--- config.mk ---
export PLATFORM = sky130hd
export DESIGN_NAME = drrip_queue
export DESIGN_NICKNAME = d
export VERILOG_FILES = /design/src/assert_macros.svh /design/src/drrip_pkg.sv /design/src/drrip_queue.sv
export SDC_FILE = /design/constraint.sdc
export NUM_CORES = 1
export LEC_CHECK = 0
export ABC_AREA = 1
export BUFFER_PORTS_ARGS = -buffer_cell sky130_fd_sc_hd__buf_2
export CAP_MARGIN = 30
export CORE_AREA = 2 2 68 70
export CTS_BUF_LIST = sky130_fd_sc_hd__clkbuf_8 sky130_fd_sc_hd__clkbuf_16
export CTS_CLUSTER_DIAMETER = 30
export DETAILED_ROUTE_END_ITERATION = 8
export DIE_AREA = 0 0 70 72
export PLACE_DENSITY = 0.86
export SETUP_SLACK_MARGIN = 0.3
export SLEW_MARGIN = 20
export SYNTH_ARGS = -nofsm -noshare
export SYNTH_HDL_FRONTEND = slang
export SYNTH_SLANG_ARGS = --single-unit
--- constraint.sdc ---
create_clock -name clk_i -period 3.1 [get_ports clk_i]
set_clock_uncertainty 0.1 [all_clocks]
set_input_delay 0.465 -clock clk_i [delete_from_list [all_inputs] [get_ports clk_i]]
set_output_delay 0.465 -clock clk_i [all_outputs]
set_load 0.05 [all_outputs]
--- src/assert_macros.svh ---
// Concurrent assertion helpers used by drrip_back.
`ifndef ASSERT_MACROS_SVH
`define ASSERT_MACROS_SVH

// Checked on every rising clock edge, disabled while reset is active.
`define ASSERT_RST(lbl, clk, rst_n, prop, msg) \
  lbl: assert property (@(posedge clk) disable iff (!rst_n) prop) \
    else $error(msg);

// Checked on every rising clock edge, reset included.
`define ASSERT_ON(lbl, clk, prop, msg) \
  lbl: assert property (@(posedge clk) prop) else $error(msg);

`endif

--- src/drrip_pkg.sv ---
package drrip_pkg;

  // Default geometry.
  localparam int unsigned NumSetsDef    = 2048;
  localparam int unsigned NumWaysDef    = 16;
  localparam int unsigned LeaderSetsDef = 32;
  localparam int unsigned DuelBitsDef   = 10;

  // Fixed field widths of the channels.
  localparam int unsigned SetInW   = 11;
  localparam int unsigned WayInW   = 4;
  localparam int unsigned ChanceW  = 5;
  localparam int unsigned VictimW  = 4;
  localparam int unsigned RvW      = 2;
  localparam int unsigned DuelOutW = 10;

  // Widest set and way index over the supported geometry range.
  localparam int unsigned SetMaxW = 16;
  localparam int unsigned WayMaxW = 5;

  localparam int unsigned QueueDepth = 2;

  localparam logic [RvW-1:0] RvMax    = 2'd3;
  localparam logic [RvW-1:0] RvNear   = 2'd1;
  localparam logic [RvW-1:0] RvHit    = 2'd0;

  localparam logic CMD_VICTIM = 1'b0;
  localparam logic CMD_UPDATE = 1'b1;

  typedef enum logic [1:0] {
    ROLE_FOLLOW,
    ROLE_SRRIP,
    ROLE_BRRIP
  } drrip_role_e;

  typedef struct packed {
    logic               command;
    logic [SetInW-1:0]  set_index;
    logic [WayInW-1:0]  way_index;
    logic               is_hit;
    logic               victim_valid;
    logic [ChanceW-1:0] chance;
  } drrip_in_t;

  typedef struct packed {
    logic [VictimW-1:0]  victim_way;
    logic [RvW-1:0]      inserted_value;
    logic [DuelOutW-1:0] duel_counter;
  } drrip_out_t;

  // Classified item handed from the front end to the back end.
  typedef struct packed {
    logic               update;
    logic               is_hit;
    logic               victim_valid;
    logic               chance_zero;
    drrip_role_e        role;
    logic [SetMaxW-1:0] set;
    logic [WayMaxW-1:0] way;
  } drrip_op_t;

endpackage

--- src/drrip_queue.sv ---
module drrip_queue
  import drrip_pkg::*;
(
  input  logic      clk_i,
  input  logic      rst_ni,
  input  logic      push_i,
  input  drrip_op_t data_i,
  input  logic      pop_i,
  output drrip_op_t data_o,
  output logic      full_o,
  output logic      empty_o
);

  localparam int unsigned PtrW = (QueueDepth > 1) ? $clog2(QueueDepth) : 1;
  localparam int unsigned CntW = $clog2(QueueDepth + 1);

  drrip_op_t       entry_q [QueueDepth];
  logic [PtrW-1:0] wr_ptr_q, wr_ptr_d;
  logic [PtrW-1:0] rd_ptr_q, rd_ptr_d;
  logic [CntW-1:0] count_q, count_d;

  assign full_o  = (count_q == CntW'(QueueDepth));
  assign empty_o = (count_q == '0);
  assign data_o  = entry_q[rd_ptr_q];

  always_comb begin
    wr_ptr_d = wr_ptr_q;
    rd_ptr_d = rd_ptr_q;
    count_d  = count_q;
    if (push_i) begin
      wr_ptr_d = (wr_ptr_q == PtrW'(QueueDepth - 1)) ? '0 : wr_ptr_q + 1'b1;
    end
    if (pop_i) begin
      rd_ptr_d = (rd_ptr_q == PtrW'(QueueDepth - 1)) ? '0 : rd_ptr_q + 1'b1;
    end
    if (push_i && !pop_i) begin
      count_d = count_q + 1'b1;
    end else if (pop_i && !push_i) begin
      count_d = count_q - 1'b1;
    end
  end

  always_ff @(posedge clk_i or negedge rst_ni) begin
    if (!rst_ni) begin
      wr_ptr_q <= '0;
      rd_ptr_q <= '0;
      count_q  <= '0;
    end else begin
      wr_ptr_q <= wr_ptr_d;
      rd_ptr_q <= rd_ptr_d;
      count_q  <= count_d;
    end
  end

  always_ff @(posedge clk_i) begin
    if (push_i) begin
      entry_q[wr_ptr_q] <= data_i;
    end
  end

endmodule

==> run summary, run 1 <==
The design internal power was 1890 uW; the maximum number of buffers from clock root to sink was 2. The endpoint of the worst hold-timing path was entry_q[0][7]. The via count of the first global-routing pass came out at 1,223. A synthesized cell averages 20.7 um2. The DRC violation count after routing came out at 0. The tools report the critical register-to-register path endpoint as entry_q[0][25]. Counting cells, the worst reg-to-reg path comes to 2. The flow ran to the end, and the final reports show no timing, DRC or antenna violations.

After detailed routing, the average wire length per cell comes to 14.9 um. In this run, synthesis inferred 54 flip-flops with an integrated enable. The logs give 2.53 ns for the required time of the critical path and 0.764 for the sequential element share of the synthesized area.

The fraction of power consumed by the clock network was 0.231; the proportion of netlist area held by the largest area contributor was 0.719. Initial standard-cell utilization of the core: 0.529. Wires add up to 3.53 mm. The number of synthesized register bits works out to 58. The highest-delay cell along the critical path is sky130_fd_sc_hd__dfrtp_1. The area growth from synthesis to layout came out at 25.1%. The cell chosen for the clock root was sky130_fd_sc_hd__clkbuf_8. The x dimension of the die came out at 70 um.

The worst register-to-register path has a setup slack of 1.42 ns. The logs give 1.04 ns for the placement-stage worst setup slack and 4260 um2 for the core box area. Walking the worst path, the cells encountered are buf_12 > mux2_2 > buf_2. The synthesized netlist contains 14 unique library cells. TritonCTS built the clock tree. In this run the worst hold path is classified as input pin to flop.

For this run the aggregate overflow at the end of global routing stands at 0. Kind of launch point of the worst setup path: a flop. The share of total power consumed by net switching is 0.389. The worst-case IR drop observed on VDD is 0.000591 V.

Net count of the mapped netlist: 141. The combinational power share is 0.403, and the worst slew margin relative to its limit is 0.613. In this run the post-CTS setup repair buffer count came out at 0. In this run the tool buffered the top-level ports with 59 buffer cells. The actual slew at the worst max-slew pin came out at 0.580 ns. For the sequential fraction of design power, the log shows 0.366. The routed layout has 1,164 vias. For the arrival time at the worst endpoint, the log shows 1.82 ns. In this run, CTS created clock tree buffers numbering 9. The cell taking the most area after synthesis was sky130_fd_sc_hd__edfxtp_1. The fraction of registers with async set/reset is 0.0690. After synthesis, the cell types taking the most area are sky130_fd_sc_hd__edfxtp_1 72%, sky130_fd_sc_hd__mux2_4 13%, sky130_fd_sc_hd__dfrtp_1 4.4%. Class of the most critical setup path: flop to output port. In this run the remaining antenna-violating nets after routing total 0. The floorplan step defined a die boundary enclosing 5040 um2. For this design the static power due to leakage is 0.00118 uW.

The largest fanout on the critical path was 20. The proportion of layout cells with a drive suffix above 1 was 0.562. The run gives 0 ns as the setup TNS after final layout. The global-route wire length before repair is 5.47 mm, and the final critical delay including setup and external delays is 2.39 ns. The type of element capturing the critical path was an output port.

In this run the core area contains 24 standard-cell rows. The most frequently used flop master after synthesis was sky130_fd_sc_hd__edfxtp_1. The worst hold path startpoint was data_i[7]. The later pin in the worst-skew pair is clocked with a latency of 0.32 ns. The final core utilization was 0.661; the mapped cell area was 2250 um2. For the achievable frequency, the log shows 0.419 GHz. The tools report the number of nets in the final layout as 212. The repair_antennas step left the layout with diodes totalling 0. The routability-driven placement congestion ratio is 0.739, and the clock sink total is 58. The initial antenna violation count was 0; the number of top-level design ports was 60. The number of cells on the worst hold path came out at 1. The total routing usage reported by global routing came out at 0.153.

Setup repair after global routing left no endpoint under its margin. In this run the power density over the cells is 1100 nW/um2. Across the run, the number of max-cap violations was 0. The analysis attributes to net switching a power of 1200 uW. The tightest hold path in the finished design has a slack of 0.224 ns.

DRC marker count from the first detailed-route iteration: 77. The max-slew violation total from the final report is 0, and the via-per-instance ratio is 4.91. The count of H-tree levels built during CTS was 3. From bottom edge to top edge, the die measures 72 um.

The beginning of the worst register-to-register path is wr_ptr_q. Sorting the synthesized cells by how often they occur yields 54 x sky130_fd_sc_hd__edfxtp_1, 19 x sky130_fd_sc_hd__mux2_4, 8 x sky130_fd_sc_hd__mux2_2, 7 x sky130_fd_sc_hd__inv_1, 5 x sky130_fd_sc_hd__nand2_1. Entering global routing, the biggest net connects 21 pins.

Number of standard cells after synthesis: 109. The most used standard cell by instance count after synthesis is sky130_fd_sc_hd__edfxtp_1. The share of the clock period used by the worst path after layout was 0.770; the final-report hold violation count was 0. The Yosys step of the flow raised 0 warnings. Once routing completed, OpenROAD measured the worst setup slack at 0.712 ns. The delay of the slowest cell on the worst path is 0.67 ns, and the final count of negative-setup-slack endpoints is 0. The tools report the number of optimization iterations in the first detailed-route pass as 4. The clock-pin transition on the worst setup and hold timing paths was 0.06 ns.
power by group through the flow:
stage / Combinational, uW / Clock [uW] / Sequential (uW)
5_1_grt: 1300 / 764 / 1150
4_1_cts: 1260 / 728 / 1130
3_3_place_gp: 1240 / 0 / 1130
2_1_floorplan: 1100 / 0 / 1100
6_report: 1250 / 716 / 1130
3_5_place_dp: 1260 / 0 / 1150
metal layers:
metal  global-route usage  share of wire  up-vias
met1                0.163           0.40      555
met4                0.109          0.025        0
li1                     -              -      553
met3               0.0500          0.068        8
met5                    0              0        -
met2                0.257           0.51       48
cell usage in the layout (no fill, tap or decap):
master,instances
sky130_fd_sc_hd__buf_2,59
sky130_fd_sc_hd__edfxtp_1,54
sky130_fd_sc_hd__mux2_4,19
sky130_fd_sc_hd__clkbuf_8,9
sky130_fd_sc_hd__inv_1,8
sky130_fd_sc_hd__mux2_2,8
sky130_fd_sc_hd__nand2_1,5
sky130_fd_sc_hd__dfrtp_1,4
sky130_fd_sc_hd__nor2_1,2
sky130_fd_sc_hd__xor2_1,2
sky130_fd_sc_hd__clkinv_2,2
sky130_fd_sc_hd__bufinv_16,2
sky130_fd_sc_hd__buf_4,2
sky130_fd_sc_hd__nor2_2,1
sky130_fd_sc_hd__xnor2_1,1
sky130_fd_sc_hd__nand3_1,1
sky130_fd_sc_hd__nand4_1,1
sky130_fd_sc_hd__ha_1,1
sky130_fd_sc_hd__clkinv_1,1
sky130_fd_sc_hd__clkinvlp_4,1
sky130_fd_sc_hd__dlygate4sd3_1,1
sky130_fd_sc_hd__buf_12,1
cell families after synthesis:
logic type | after synthesis | share of synthesized area
muxes | 27 | 0.166
buffers and inverters | 10 | 0.0344
xor gates and xnor gates | 3 | 0.0117
and+or+nand+nor | 10 | 0.0183
adders and majority gates | 1 | 0.00555
DFF | 58 | 0.764
sequential cells by signal, indices dropped and copies added (netlist names):
name,flops
rd_ptr_q,1
wr_ptr_q,1
count_q,2
entry_q,54
worst max-delay path, delay by kind of cell (launching register included):
kind / cells / cell delay, ns
DFF: 1 / 0.67
buffers and inverters: 2 / 0.46
muxes: 1 / 0.35
worst max path at each step:
stage / from / endpoint
finish: rd_ptr_q / data_o[12]
global route: rd_ptr_q / data_o[14]
CTS: rd_ptr_q / data_o[12]
detailed placement: rd_ptr_q / data_o[13]
global placement: rd_ptr_q / data_o[11]
floorplan: push_i / entry_q[0][0]
through the flow:
stage | instances | instance area, um2 | total power (uW)
floorplan | 109 | 2250 | 2200
global placement | 220 | 2600 | 2370
detailed placement | 220 | 2600 | 2410
CTS | 237 | 2820 | 3120
global route | 237 | 2820 | 3210
finish | 237 | 2820 | 3090
repair_timing:
action	4_1_cts	5_1_grt
setup endpoints to repair	0	0
endpoints found under the hold margin	4	0
resized for setup	0	0
hold buffers	1	0
layout make-up:
class                           instances  area [um2]
Fill cell                             317        1440
Sequential cell                        58        1720
Timing Repair Buffer                   63         340
Tap cell                               52        65.1
Clock inverter                          7        85.1
Inverter                                7        26.3
Multi-Input combinational cell         41         458
Clock buffer                            9         124
(Power assumes the default switching activity.)
==> inputs of run 2 (changes only) <==
Settings changed: CORE_AREA 2 2 68 70 to 2 2 74 76, DIE_AREA 0 0 70 72 to 0 0 76 78, PLACE_DENSITY 0.86 to 0.77.
Clock period 3.1 ns to 2 ns, I/O delays scaled along.
==> run summary, run 2 (synthesis results as in run 1) <==
Setup total negative slack on the finished layout was measured at 0 ns. For the worst setup path, the data required time is 1.60 ns. The initial standard-cell utilization of the core was 0.447.

The register with the highest flop count is entry_q. The routability-driven placement congestion ratio was 0.698. The critical path is of the flop to output port type. The initial antenna violation count is 0.

Leaving out fill and tap cells, the most frequent cells in the layout are 54 x sky130_fd_sc_hd__edfxtp_1, 39 x sky130_fd_sc_hd__buf_2, 20 x sky130_fd_sc_hd__buf_6, 19 x sky130_fd_sc_hd__mux2_4, 9 x sky130_fd_sc_hd__clkbuf_8. Once layout is complete, the cells apart from fillers number 258. The number of cells on the worst hold path was 1; the global-route wire length before repair was 5.50 mm. The proportion of layout cells with a drive suffix above 1 was 0.564. The highest ir drop seen on vdd is 0.000865 V. For the worst-skew pair, the clock arrives at the later sink with an insertion delay of 0.32 ns. The worst setup path is captured at an output port. The standard-cell row count is 26, and the count of H-tree levels built during CTS is 3. From bottom edge to top edge, the die measures 78 um. For the worst slew margin relative to its limit, the log shows 0.785. The path class of the tightest hold or removal check is input pin to flop.

Dividing the detail-routed wire length by the instance count gives 14.1 um. The total congestion overflow is 0, and the actual slew at the worst max-slew pin is 0.321 ns. Before CTS, the worst setup slack after placement is 0.362 ns. In this run the tool buffered the top-level ports with 59 buffer cells. The diode insertion count for antenna repair came out at 0. For this design the ratio of total power to cell area is 1660 nW/um2.

For the final-report hold violation count, the log shows 0. The pre-antenna-repair detailed-routing pass consisted of 4 iterations. The kind of launch point of the worst setup path was a flop.

The logs give 0 for the max-slew violation total from the final report and 0.00123 uW for the total leakage power. The cell chosen for the clock root is sky130_fd_sc_hd__clkbuf_8. Once detailed placement completed, the half-perimeter wirelength came to 2.50 mm. The vias after detailed routing came out at 1,159. The worst register-to-register path begins at wr_ptr_q. After clock tree synthesis, the clock-pin slew on the worst setup and hold paths is 0.06 ns. The number of cells on the worst reg-to-reg path works out to 3. The critical path contains buffers and inverters numbering 2 combined. Walking the worst path, the cells encountered are buf_6 > mux2_2 > buf_2.

The post-CTS setup buffer count is 0, and the clock sink total is 58. The logs give 2 for the maximum number of buffers from clock root to sink and 0.542 GHz for the achievable frequency. The via-per-instance ratio was 4.49. The run finished with clean final reports. The area growth from synthesis to layout is 31.5%. For the worst path setup slack after routing, the log shows 0.156 ns.

The highest-delay cell along the critical path is sky130_fd_sc_hd__dfrtp_2. The final critical delay including setup and external delays works out to 1.84 ns. The final layout contains routed wiring with a total length of 3.64 mm.

The kind of cell adding the most delay to the critical path is flip-flops. For this design the top-level I/O count stands at 60. In this run the critical register-to-register path is captured at entry_q[1][24].

The logs give 0.60 ns for the register-to-register setup slack and 9 for the total clock buffers created by CTS. Number of placed instances with taps included: 242. The total routing usage reported by global routing was 0.128; the number of nets in the final layout was 216. The tools report the via count of the first global-routing pass as 1,174. The library cell used most frequently in the layout, excluding fill and tap cells, is sky130_fd_sc_hd__edfxtp_1.

On the worst path, the slowest cell contributes a delay of 0.39 ns. Data arrives at the worst endpoint at 1.44 ns. The largest fanout on the critical path came out at 10. Across the run, the number of max-cap violations was 0.

For the core box area, the log shows 5040 um2. TritonCTS built the clock tree. The largest registers in the layout are entry_q: 54 flops, count_q: 2 flops. Setup repair after global routing could not meet its margin everywhere. The die covers 5930 um2. The share of the clock period used by the worst path after layout works out to 0.922. The floorplan step set the die width to 76 um.

Entering global routing, the biggest net connects 19 pins. In this run the remaining antenna-violating nets after routing total 0. For hold timing, the worst endpoint is entry_q[1][18].

In the routed design, unresolved DRC markers number 0. The worst hold path startpoint is data_i[18]. The register with the most flip-flops in the layout has 54 of them. For the final count of negative-setup-slack endpoints, the log shows 0. The detailed router finished its first iteration with 34 violations.
## run 2: final cells by class
cell class | count | area [um2]
clock buffer | 9 | 124
clock inverter | 6 | 50.0
fill | 383 | 2080
inverter | 7 | 26.3
multi-input combinational | 41 | 458
sequential | 58 | 1720
tap | 70 | 87.6
timing repair buffer | 67 | 495
## run 2: where the power goes
part	switching (uW)	internal, uW
sequential	92.1	1620
clock	393	548
combinational	1400	866
## run 2: worst reg2reg max path, stage by stage (launching register included)
cell and delay [ns]:
sky130_fd_sc_hd__dfrtp_1 0.38, sky130_fd_sc_hd__nand2_1 0.06, sky130_fd_sc_hd__inv_1 0.25, sky130_fd_sc_hd__buf_4 0.29
## run 2: through the flow
| stage | power, uW | util | hold WS (ns) | area, um2 |
|---|---|---|---|---|
| global route | 5120 | 0.588 | 0.0543 | 2960 |
| global placement | 3710 | 0.524 | 0.0101 | 2640 |
| finish | 4920 | 0.588 | 0.0656 | 2960 |
| CTS | 4970 | 0.588 | 0.0457 | 2960 |
| detailed placement | 3740 | 0.524 | 0.0125 | 2640 |
| floorplan | 3410 | - | -0.0956 | 2260 |
## run 2: worst max-delay path by stage
stage                        start            end  slack, ns  cells past startpoint
final                     rd_ptr_q     data_o[14]       0.16                      3
after global placement    rd_ptr_q     data_o[18]       0.39                      3
after CTS                 rd_ptr_q      data_o[7]       0.13                      3
after global routing      rd_ptr_q      data_o[7]       0.10                      3
after detailed placement  rd_ptr_q     data_o[18]       0.36                      3
after floorplan           wr_ptr_q  entry_q[0][0]       0.37                      1
## run 2: routing by layer
metal,track usage,part of all wire
met1,0.138,0.41
met2,0.221,0.51
met3,0.0430,0.068
met4,0.0764,0.011
met5,0,0
## run 2: repair_timing
item                                    in CTS  in global routing
hold endpoints to repair                     4                  0
hold buffers                                 1                  0
endpoints found under the setup margin      27                 27
gates cloned                                 0                  0
gates resized for setup                     43                  0
==> inputs of run 3 (changes only) <==
Settings changed: PLACE_DENSITY 0.77 to 0.69.
==> run summary, run 3 (synthesis results as in run 1) <==
In this run the worst setup path begins at rd_ptr_q. Dividing the detail-routed wire length by the instance count gives 14.9 um. The register with the highest flop count was entry_q. The analysis attributes to cell leakage a power of 0.00123 uW.

The run finished with clean final reports. The number of placed instances with taps included came out at 242. For the finished layout, the period the worst path requires is 1.86 ns. The standard-cell row count came out at 26. Sum of internal, switching and leakage power: 4850 uW. The startpoint identified for the worst register-to-register timing path is wr_ptr_q.

For this design the ratio of total power to cell area is 1640 nW/um2. Final count of negative-setup-slack endpoints: 0. The final cell count without fillers was 260; the pin count of the biggest net entering global routing was 16.

For the final-report hold violation count, the log shows 0. The largest registers in the layout are entry_q: 54 flops, count_q: 2 flops. The initial standard-cell utilization of the core was 0.447; the clock-pin transition on the worst setup and hold timing paths was 0.06 ns. Across the run, the number of max-cap violations was 0. The global-route wire length before repair came out at 6.22 mm. The tightest min-delay check is of the input pin to flop type.

For the initial antenna violation count, the log shows 0. The overall die area came out at 5930 um2. The die is 76 um wide. The number of top-level design ports was 60. On the worst path, the slowest cell contributes a delay of 0.42 ns. The logs give 0 for the diode insertion count for antenna repair and 0 ns for the setup TNS after final layout. The number of optimization iterations in the first detailed-route pass is 4. Most common cell after layout, fill and taps aside: sky130_fd_sc_hd__edfxtp_1.

Relative to the synthesized area, the layout overhead comes to 30.9%. The footprint of the flip-flops and latches came out at 1720 um2. The cell sitting at the root of the clock tree is a sky130_fd_sc_hd__clkbuf_8. The worst-case IR drop observed on VDD is 0.00110 V.

After detailed routing, the number of remaining DRC violations is 0. For this run the aggregate overflow at the end of global routing stands at 0. The total routing usage reported by global routing was 0.144; the worst path buffer plus inverter count was 2. The required time of the critical path was 1.60 ns; the die boundary height was 78 um. Summed over all nets, the half-perimeter wirelength after detailed placement is 2.80 mm. The class of the most critical setup path is flop to output port. The library cells used most frequently in the layout, excluding fill and tap cells, are 54 x sky130_fd_sc_hd__edfxtp_1, 33 x sky130_fd_sc_hd__buf_2, 19 x sky130_fd_sc_hd__mux2_4, 19 x sky130_fd_sc_hd__buf_4, 15 x sky130_fd_sc_hd__buf_6. Quantity of I/O buffers inserted on ports: 59. The largest fanout on the critical path is 12, and the count of H-tree levels built during CTS is 3.

The detailed router finished its first iteration with 58 violations. The proportion of layout cells with a drive suffix above 1 works out to 0.574. The kind of launch point of the worst setup path was a flop.

The startpoint identified for the worst hold timing path is data_i[7]. STA classifies the critical path endpoint as an output port. The total clock buffers created by CTS is 9. Setup repair after global routing could not meet its margin everywhere. For the clock sink total, the log shows 58. The tools report the final-layout fill cell count as 401. At the end of the flow, the number of nets in the layout was 218. In this run the deepest clock path goes through 2 buffers. The total length of routed wires was 3.86 mm; the share of the clock period used by the worst path after layout was 0.930.

In this run the remaining antenna-violating nets after routing total 0. For this run, the top clock speed supported by timing is 0.538 GHz. The floorplan step defined a core boundary enclosing 5040 um2.

The tools report the worst slew margin relative to its limit as 0.833. Walking the worst path, the cells encountered are buf_12 > mux2_2 > buf_4. The highest-delay cell along the critical path was sky130_fd_sc_hd__dfrtp_2. The tools report the max-slew violation total from the final report as 0. On the final layout, the worst hold slack is 0.0658 ns.

The number of flip-flops under the largest register name is 54. The kind of cell adding the most delay to the critical path was flip-flops. The logs give 0.656 for the routability-driven placement congestion ratio and 0.32 ns for the clock latency on the worst-skew pair.

The tools report the arrival time at the worst endpoint as 1.46 ns. The final route contains 1,211 vias. The multi-input combinational cells in the finished layout cover a total of 458 um2. The via count of the first global-routing pass is 1,302. TritonCTS built the clock tree. After detailed routing, the number of vias per cell comes to 4.66. The actual slew at the worst max-slew pin came out at 0.252 ns.
-- run 3: cell count changes in the layout (fill, tap and decap cells not counted) --
cell,previous run,this run
sky130_fd_sc_hd__bufinv_16,1,0
sky130_fd_sc_hd__clkinv_2,1,3
sky130_fd_sc_hd__buf_2,39,33
sky130_fd_sc_hd__clkinv_1,3,2
sky130_fd_sc_hd__buf_4,6,19
sky130_fd_sc_hd__buf_6,20,15
-- run 3: worst paths after layout --
check	slack (ns)	depth (start not counted)	to
max	0.14	3	data_o[6]
min	0.07	1	entry_q[1][7]
max reg2reg	0.76	2	entry_q[0][23]
min reg2reg	0.43	2	count_q[1]
max in group asynchronous	1.46	2	rd_ptr_q
min in group asynchronous	0.21	2	wr_ptr_q
-- run 3: what timing repair did --
| item | in CTS | in global routing |
|---|---|---|
| pin swaps | 0 | 0 |
| setup endpoints to repair | 27 | 27 |
| cloned | 0 | 0 |
| resized for setup | 42 | 0 |
| hold endpoints to repair | 4 | 0 |
| hold buffers | 1 | 0 |
| buffers inserted | 2 | 0 |
-- run 3: layout make-up --
cell class                      instances  share of cell area
Sequential cell                        58               0.584
Timing Repair Buffer                   69               0.172
Multi-Input combinational cell         41               0.155
Clock buffer                            9              0.0420
Tap cell                               70              0.0297
Clock inverter                          6             0.00890
Inverter                                7             0.00890
-- run 3: per-layer routing --
layer	GRT usage	wire length, um	vias to the layer above
met2	0.240	2010	53
met4	0.0764	53	0
li1	-	-	566
met3	0.0547	274	7
met5	0	0	-
met1	0.160	1530	585
-- run 3: where the power goes --
part	total, uW	switching (uW)	internal, uW
Combinational	2300	1410	898
Sequential	1730	104	1620
Clock	823	402	421
-- run 3: through the flow --
| step | utilization | worst slack [ns] | instance area, um2 |
|---|---|---|---|
| final | 0.585 | 0.140 | 2950 |
| after global routing | 0.585 | 0.0906 | 2950 |
| after CTS | 0.585 | 0.119 | 2950 |
| after detailed placement | 0.526 | 0.276 | 2650 |
| after global placement | 0.526 | 0.315 | 2650 |
| after floorplan | - | 0.368 | 2260 |
